==> config.mk <==
export PLATFORM = sky130hd
export DESIGN_NAME = siptd_front
export DESIGN_NICKNAME = d
export VERILOG_FILES = /design/src/rtl/siptd_pkg.sv /design/src/rtl/siptd_front.sv
export SDC_FILE = /design/constraint.sdc
export NUM_CORES = 1
export LEC_CHECK = 0
export BUFFER_PORTS_ARGS = -buffer_cell sky130_fd_sc_hd__buf_2
export CORE_ASPECT_RATIO = 0.6
export CORE_UTILIZATION = 45
export CTS_BUF_LIST = sky130_fd_sc_hd__clkbuf_8
export DETAILED_ROUTE_END_ITERATION = 8
export PLACE_DENSITY = 0.65
export SLEW_MARGIN = 10
export SYNTH_ARGS = -nofsm -noshare
export SYNTH_HDL_FRONTEND = slang
export SYNTH_SLANG_ARGS = --single-unit
==> constraint.sdc <==
create_clock -name i_clk -period 5.6 [get_ports i_clk]
set_input_delay 0.56 -clock i_clk [delete_from_list [all_inputs] [get_ports i_clk]]
set_output_delay 0.56 -clock i_clk [all_outputs]
set_load 0.02 [all_outputs]
==> src/rtl/siptd_pkg.sv <==
`timescale 1ns / 1ps

package siptd_pkg;

    localparam int MAX_FIELD_DEF = 32;
    localparam int VALUE_W       = 32;
    localparam int MIN_WIDTH_W   = 6;
    localparam int CHAR_W        = 8;
    localparam int DIGIT_W       = 4;
    localparam int DIG_MAX       = 10;
    localparam int ND_W          = 4;

    // floor(x / 10) == (x * RECIP10) >> RECIP_SHIFT for every 32-bit x
    localparam logic [VALUE_W-1:0] RECIP10     = 32'hCCCC_CCCD;
    localparam int                 RECIP_SHIFT = 35;

    localparam logic [CHAR_W-1:0] CH_ZERO  = 8'h30;
    localparam logic [CHAR_W-1:0] CH_NINE  = 8'h39;
    localparam logic [CHAR_W-1:0] CH_MINUS = 8'h2D;
    localparam logic [CHAR_W-1:0] CH_BLANK = 8'h20;

    typedef struct packed {
        logic               neg;
        logic [VALUE_W-1:0] mag;
    } t_item;

    typedef enum logic [2:0] {
        ST_IDLE,
        ST_DIV,
        ST_PAD,
        ST_SIGN,
        ST_DIGIT
    } t_state;

endpackage

==> src/rtl/siptd_front.sv <==
`timescale 1ns / 1ps

module siptd_front (
    input  logic                        i_clk,
    input  logic                        i_rst_n,
    input  logic                        i_valid,
    output logic                        o_ready,
    input  logic [siptd_pkg::VALUE_W-1:0] i_value,
    output logic                        o_item_valid,
    output siptd_pkg::t_item            o_item,
    input  logic                        i_pop
);

    siptd_pkg::t_item r_q [2];
    logic             r_wp;
    logic             r_rp;
    logic [1:0]       r_cnt;
    logic             w_push;
    siptd_pkg::t_item w_cls;

    // split sign and magnitude; the most negative value wraps to 2^31 unsigned
    always_comb begin
        w_cls.neg = i_value[siptd_pkg::VALUE_W-1];
        w_cls.mag = w_cls.neg ? (~i_value + 32'd1) : i_value;
    end

    assign o_ready      = (r_cnt != 2'd2);
    assign w_push       = i_valid && o_ready;
    assign o_item_valid = (r_cnt != 2'd0);
    assign o_item       = r_q[r_rp];

    always_ff @(posedge i_clk) begin
        if (w_push) begin
            r_q[r_wp] <= w_cls;
        end
    end

    always_ff @(posedge i_clk) begin
        if (!i_rst_n) begin
            r_wp  <= 1'b0;
            r_rp  <= 1'b0;
            r_cnt <= 2'd0;
        end else begin
            if (w_push) begin
                r_wp <= ~r_wp;
            end
            if (i_pop) begin
                r_rp <= ~r_rp;
            end
            case ({w_push, i_pop})
                2'b10:   r_cnt <= r_cnt + 2'd1;
                2'b01:   r_cnt <= r_cnt - 2'd1;
                default: r_cnt <= r_cnt;
            endcase
        end
    end

endmodule

# Yosys cells after proc, flatten, opt, wreduce, memory -nomap -nowiden
# Memories as Yosys holds them, arrays and structs flattened. A register that Yosys moved wholly into a read port is not among the register bits.
# Cells that the tools add are included.
# op_classes
n_eq_ne	3
mux	6
n_bitwise	3
n_reduce_logical	3
addsub	3
# op_table
op	n
$add A32 B1 Y32 const B	1
$mux W32	1
$not A32 Y32	1
$mux W1	4
$pmux W2 S2	1
$reduce_bool A2 Y1	2
$add A2 B1 Y2 const B	1
$eq A2 B1 Y1 const B	1
$eq A2 B2 Y1 const B	1
$ne A2 B2 Y1 const B	1
$not A1 Y1	2
$sub A2 B1 Y2 const B	1
$logic_and A1 B1 Y1	1
# totals
output_inout_bits	35
in_bits	36
wordCells	22
register_bits	4
memories	1
ramBits	66
# memory_table
name	words	word_bits	read_ports	rd_clocked_by_memory_dff	write_ports	line	text
r_q	2	33	1	1	1	siptd_front.sv:14	siptd_pkg::t_item r_q [2];

# Depth between registers and ports, before layout
# Gate-level depths: netlist (run 1).
# logic_depth
depth_word	4
mapped_depth	7
ltp_nobuf	7

# Worst setup path before layout (run 1)
# OpenSTA, ideal clock, no wires.
# synth_timing
path_kind	reg-to-reg
startpoint	register r_cnt[0]
endpoint	memory r_q[0][0] in the netlist's numbering, enable pin
required_time_ps	5175
period_less_slack_ps	2611
path_slack_ps	2989
t_arrival_ps	2187
stages_incl_launch_ff	4
path_buffers	0
setup_ps	425
cell_sequence	dfxtp_1 -> nand2b_1 -> nand2_1 -> nor2_1
# synth_via
elab_chain_cells	4
# synth_rtl
element	line	text
start, declared	siptd_front.sv:17	logic [1:0] r_cnt;
start signal, assigned	siptd_front.sv:51	2'b10: r_cnt <= r_cnt + 2'd1;
start signal, assigned	siptd_front.sv:52	2'b01: r_cnt <= r_cnt - 2'd1;
start signal, assigned	siptd_front.sv:53	default: r_cnt <= r_cnt;
$ne A2 B2 Y1	siptd_front.sv:27	assign o_ready = (r_cnt != 2'd2);
via o_ready	siptd_front.sv:7	output logic o_ready,
$logic_and A1 B1 Y1	siptd_front.sv:28	assign w_push = i_valid && o_ready;
$mux W1	siptd_front.sv:33	if (w_push) begin
$mux W1 (implied by the code)	siptd_front.sv:34	r_q[r_wp] <= w_cls;
end, declared	siptd_front.sv:14	
# The timed path passes the listed nets, and every way through them passes these cells.

==> results of run 1 <==
==> final timing paths <==
path	from	end	slack [ns]	cells past startpoint
max reg2reg	r_cnt[0]	r_q[0][27]	3.71	3
min reg2reg	r_cnt[1]	r_cnt[1]	0.52	2
min	i_value[0]	r_q[1][0]	0.44	1
max	i_value[20]	r_q[0][28]	3.18	6
==> cells in the mapped netlist (3+ instances only) <==
cell type	number	area (µm²)
clkbuf_1	8	30.0
or4_1	3	22.5
nand2_1	9	33.8
dfxtp_1	5	100
o31ai_1	10	75.1
inv_1	4	15.0
edfxtp_1	66	1980
o41ai_1	5	43.8
or3_1	6	37.5
xnor2_1	30	263
nor3_1	4	20.0
o21ai_0	7	35.0
nor4_1	3	18.8
and2_1	4	25.0
mux2_2	33	372
==> layer usage <==
metal	up-vias	track usage, %	routed length, µm
li1	986	-	-
met1	988	23.5	3040
met2	60	28.6	2890
met3	10	6.82	418
met4	0	7.00	83
met5	-	0	0
==> power groups by stage <==
stage                     clock [mW]  combinational [mW]  sequential, mW
after global routing           0.421               0.281           0.668
final                          0.389               0.259           0.663
after CTS                      0.398               0.263           0.664
after detailed placement           0               0.261           0.676
after floorplan                    0               0.175           0.671
after global placement             0               0.259           0.673
==> cell usage in the layout (no fill, tap or decap), types with 2 or more instances in the layout <==
cell	netlist	final
clkbuf_8	0	13
and2_1	4	4
inv_1	4	4
nor3_1	4	4
buf_4	0	2
o21ai_0	7	7
xnor2_1	30	30
mux2_2	33	33
ha_1	2	2
buf_2	1	70
dfxtp_1	5	5
nor4_1	3	3
clkinv_2	0	3
or4_1	3	3
o31ai_1	10	10
or3_1	6	6
edfxtp_1	66	66
or2_2	2	2
o41ai_1	5	5
nand2_1	9	9
xor2_1	2	2
==> area by class of cell <==
class / count / area [µm²] / area share, %
timing repair buffer: 72 / 365 / 9.36
sequential: 71 / 2080 / 53.4
inverter: 4 / 15.0 / 0.385
clock buffer: 13 / 179 / 4.58
multi-input combinational: 135 / 1140 / 29.1
clock inverter: 3 / 15.0 / 0.385
tap: 87 / 109 / 2.79
==> cell families after synthesis <==
| kind of cell | after synthesis | share of synthesized area (%) |
|---|---|---|
| compound gates | 28 | 6.71 |
| xor+xnor | 32 | 8.54 |
| fa+ha+maj | 2 | 0.763 |
| buf+inv | 16 | 2.10 |
| flops | 71 | 63.5 |
| mux | 33 | 11.3 |
| simple gates | 40 | 7.09 |
==> per-stage QoR <==
stage / hold slack (ns) / cells / cell area, µm²
2_1_floorplan: 0.473 / 222 / 3280
3_3_place_gp: 0.499 / 369 / 3710
3_5_place_dp: 0.511 / 369 / 3710
4_1_cts: 0.417 / 385 / 3900
5_1_grt: 0.415 / 385 / 3900
6_report: 0.435 / 385 / 3900
==> flip-flops by register name (all words and copies together) (netlist names), named ones only <==
register and count:
r_cnt 2, r_q 66, r_rp 1, r_wp 1
==> worst max-delay path, delay by kind of cell <==
family | cells | cell delay (ns)
simple gates | 3 | 1.16
compound gates | 1 | 0.51
xor+xnor | 1 | 0.14
buf+inv | 1 | 0.13
==> metrics.txt, run 1 <==
vias in the first global route=1894; EDFF count, synth=66; Internal=0.958 mW; fin nets=331; initial antenna violation count=0; Synth Warn #=0; diode count=0; PnR worst setup slack=3.18 ns; Clock Sinks=71; area delta synth->final=19.0%; CTS root buffer=clkbuf_8; Die W=112 µm; failing checks=DRC; drt pass-1 iters=6; Tmin final=2.42 ns; Comb power frac=19.7%; first-pass GRT wire length=9960 µm; Worst-path clk slew=0.07 ns; Top Ports=71; post-cts sizing count=0; crit share post-route=43.2%; Slew HR=30.6%; DRT antenna net count=0; Async SR Flop Fraction=0%; Max IR drop VDD=0.000164 V; Cell Area, Synth=3280 µm²; Sw Ratio=26.9%; Syn Inst Count=222; Bufs on Longest Clock Path=2; dpl ws=2.83 ns; Critical Path AT=2.50 ns; max-cap violation count=0; cts hold-fix bufs=0; RSZ-0062 raised after global routing=no; Layout Utilization=57.0%; Max Fclk=413 MHz; largest net degree at the start of global routing=35; Worst-Skew Late Latency=0.35 ns; DPL Wire Length=4370 µm; crit-path max cell delay=0.60 ns; CTS tree=done; Top FF cell, synth=edfxtp_1; CP Class=input port to flip-flop; Clk pwr share=29.7%; Pleak=1.41 nW; DR iter-0 viols=79; status=finished with violations; total congestion overflow=0; FP Rows=23; synth unique cells=35; HP Class=input port to flip-flop; IO Port Bufs=70; total power=1.31 mW; Crit. End Element=flip-flop; sequential fraction of the synthesis area=63.5%; starting density of the core=47.9%; sw power=0.353 mW; Setup TNS Final=0 ns; routed wire length=6430 µm; via count=2044; wire per inst=16.7 µm; sequential power share=50.6%; Tot GR Track Use=18.3%; Pwr per Cell Area=336 nW/µm²; fill count=590; Final Hold Fails=0; drt drc=3; Die ar.=7650 µm²; # setup viols final=0; vias per cell=5.31; cells along the critical path=buf_2 -> or4_1 -> nor3_1 -> nand3_1 -> o41ai_1 -> xnor2_1; slew at the pin closest to its max-slew limit=1.04 ns; Critical Path Slowest Stage Cell=or4_1; Synth Register Bits=71; number of buffers created by CTS=9; syn avg cell area=14.8 µm²; setup bufs post-CTS=0; H-tree Lvls=3; worst endpoint required time=5.68 ns; Mapped Nets=260; Core Area=6850 µm²; CP startpoint kind=input port; placer congestion estimate=0.757; Die Ht=68.1 µm; Final Max Tran Viols=0; fraction of final layout cells sized beyond drive strength 1=43.0%; Critical Path Fanout Max=4; Final Skew=0.00858 ns
Power figures use the tool's default switching activity.
==> run 2, diff against run 1 <==
Settings changed: ABC_AREA set to 1, PLACE_DENSITY 0.65 to 0.67.
Clock period 5.6 ns to 2.1 ns, I/O delays scaled along.
==> metrics.txt, run 2 <==
Async SR Flop Fraction=0% (unchanged); global route hottest layer=met1 (was met2); Sw Ratio=26.1% (was 26.9%); Pleak=1.76 nW (was 1.41 nW); Cell Area, Synth=3550 µm² (was 3280 µm²); Crit. End Element=output port (was flip-flop); Global Route met3 Usage=7.28% (was 6.82%); biggest registers after layout=r_q: 66 flops, r_cnt: 2 flops (unchanged); EDFF count, synth=66 (unchanged); Worst Hold Depth=1 (unchanged); setup bufs post-CTS=0 (unchanged); Bufs on Longest Clock Path=2 (unchanged); status=complete, no violations (was finished with violations); vias per cell=4.89 (was 5.31); met1 GRT Util=30.1% (was 23.5%); Tmin final=1.69 ns; first-pass GRT wire length=12200 µm (was 9960 µm); starting density of the core=47.7% (was 47.9%); Top FF cell, synth=edfxtp_1 (unchanged); cts hold-fix bufs=0 (unchanged); Worst-Skew Late Latency=0.35 ns (about the same); Die W=117 µm (was 112 µm); Internal=2.54 mW (was 0.958 mW); CP startpoint kind=flip-flop (was input port); number of buffers created by CTS=9 (unchanged); HP Class=input port to flip-flop (unchanged); IO Port Bufs=70 (unchanged); fraction of final layout cells sized beyond drive strength 1=30.3% (was 43.0%); max-cap violation count=0 (unchanged); DPL Wire Length=5480 µm (was 4370 µm); drt drc=0 (was 3); Syn Inst Count=348 (was 222); FF-to-FF path depth=5 (was 3); Max Fclk=591 MHz; post-cts sizing count=0 (unchanged); placer congestion estimate=0.903 (was 0.757); Pwr per Cell Area=810 nW/µm² (was 336 nW/µm²); CP Class=flip-flop to output port (was input port to flip-flop); DRT antenna net count=0 (unchanged); grt met2 use=28.1% (was 28.6%); Finished Layout Cells=536 (was 385); Setup TNS Final=0 ns (unchanged); H-tree Lvls=3 (unchanged); DR iter-0 viols=173 (was 79); vias in the first global route=2485 (was 1894); largest net degree at the start of global routing=35 (unchanged); Synth area leaders=edfxtp_1, mux2_2, nand2_1, nor2_1, dfxtp_1 (was edfxtp_1, mux2_2, xnor2_1, dfxtp_1, o31ai_1); Post-Place Cell Area=4050 µm² (was 3710 µm²); Final Hold Fails=0 (unchanged); Die ar.=8260 µm² (was 7650 µm²); Mapped Nets=386 (was 260); wire per inst=13.9 µm (was 16.7 µm); total congestion overflow=0 (unchanged); WHS=0.0683 ns (was 0.435 ns); placed cell count=520 (was 369); initial antenna violation count=0 (unchanged); commonest non-fill, non-tap cell in the layout=nand2_1 (was buf_2); Synth Register Bits=71 (unchanged); routed wire length=7470 µm (was 6430 µm); cell area after layout=4250 µm² (was 3900 µm²); CTS tree=done (unchanged); sequential fraction of the synthesis area=58.6% (was 63.5%); Final Max Tran Viols=0 (unchanged); diode count=0 (unchanged); Yosys top cell by area=edfxtp_1 (unchanged); Top Ports=71 (unchanged); syn avg cell area=10.2 µm² (was 14.8 µm²); Die Ht=70.8 µm (was 68.1 µm); Layout Utilization=57.1% (was 57.0%); max FFs per register=66 (unchanged); Slew HR=68.0% (was 30.6%); most frequent cells in the layout=nand2_1, buf_2, edfxtp_1 (was buf_2, edfxtp_1, mux2_2); Synth Warn #=0 (unchanged); area delta synth->final=19.7% (was 19.0%); RSZ-0062 raised after global routing=no (unchanged); Biggest register=r_q (unchanged); Tot GR Track Use=20.3% (was 18.3%); slew at the pin closest to its max-slew limit=0.479 ns (was 1.04 ns); Final Skew=0.00818 ns (was 0.00858 ns); Critical Path Fanout Max=18 (was 4); drt pass-1 iters=4 (was 6); CTS root buffer=clkbuf_8 (unchanged); sw power=0.899 mW (was 0.353 mW); Clock Sinks=71 (unchanged); Core Area=7450 µm² (was 6850 µm²); Worst-path clk slew=0.07 ns (about the same); worst endpoint required time=1.89 ns (was 5.68 ns); synth unique cells=20 (was 35); crit share post-route=80.6%; Max IR drop VDD=0.000484 V (was 0.000164 V); Clk pwr share=30.4% (was 29.7%); top cells by count, synth=nand2_1, edfxtp_1, nor2_1, mux2_2, inv_1 (was edfxtp_1, mux2_2, xnor2_1, o31ai_1, nand2_1); most common cell in the netlist=nand2_1 (was edfxtp_1); Comb power frac=19.5% (was 19.7%); Critical Path AT=1.48 ns (was 2.50 ns); share of the synthesized area in the top cell type=55.8% (was 60.4%); sequential power share=50.1% (was 50.6%); # setup viols final=0 (unchanged); fin nets=465 (was 331); via count=2621 (was 2044); FP Rows=24 (was 23)
-- run 2: cell count changes in the layout (fill, tap and decap cells not counted), sizes merged, moves of 5 or more --
cell and change:
or3 -6, o41ai -6, nand3 +15, a21oi +5
nor2 +54, o31ai -11, xnor2 -19, inv +26
nand2 +94
-- run 2: area by class of cell --
type	instances	area (µm²)
clock inverters	5	45.0
inverters	26	97.6
well taps	104	130
flip-flops and latches	71	2080
repair buffers	75	400
fillers	678	3200
clock buffers	11	151
multi-input cells	244	1340
-- run 2: logic make-up after synthesis --
kind of cell | after synthesis | share of synthesized area, %
and+or+nand+nor | 180 | 20.9
buffers and inverters | 33 | 3.70
DFF | 71 | 58.6
adders and majority gates | 2 | 0.704
AOI/OAI and AO/OA | 14 | 1.97
xor gates and xnor gates | 15 | 3.70
muxes | 33 | 10.5
-- run 2: per-layer routing --
| metal | vias to the layer above | routed length [µm] |
|---|---|---|
| li1 | 1320 | - |
| met1 | 1210 | 3770 |
| met2 | 83 | 3030 |
| met3 | 8 | 630 |
| met4 | 0 | 48 |
| met5 | - | 0 |
-- run 2: power groups by stage --
stage	clock (mW)	combinational [mW]	sequential [mW]
final	1.05	0.670	1.72
after global placement	0	0.664	1.75
after global routing	1.14	0.735	1.74
after CTS	1.08	0.673	1.73
after detailed placement	0	0.669	1.76
after floorplan	0	0.445	1.75
-- run 2: metrics by stage --
stage	power [mW]	setup WS, ns
after CTS	3.48	0.364
final	3.44	0.408
after global routing	3.61	0.246
after floorplan	2.19	0.0636
after detailed placement	2.42	0.503
after global placement	2.41	0.519
-- run 2: critical path, cell delays in order, from the launching register on --
cell	delay, ns
dfxtp_1	0.33
buf_4	0.26
mux2_2	0.38
buf_2	0.16
-- run 2: final timing paths --
kind	start	endpoint	slack, ns
max	flip-flop	o_item[18]	0.41
min	i_value[0]	r_q[0][0]	0.07
max reg2reg	r_cnt[0]	r_q[0][22]	0.55
min reg2reg	r_cnt[1]	r_cnt[1]	0.49
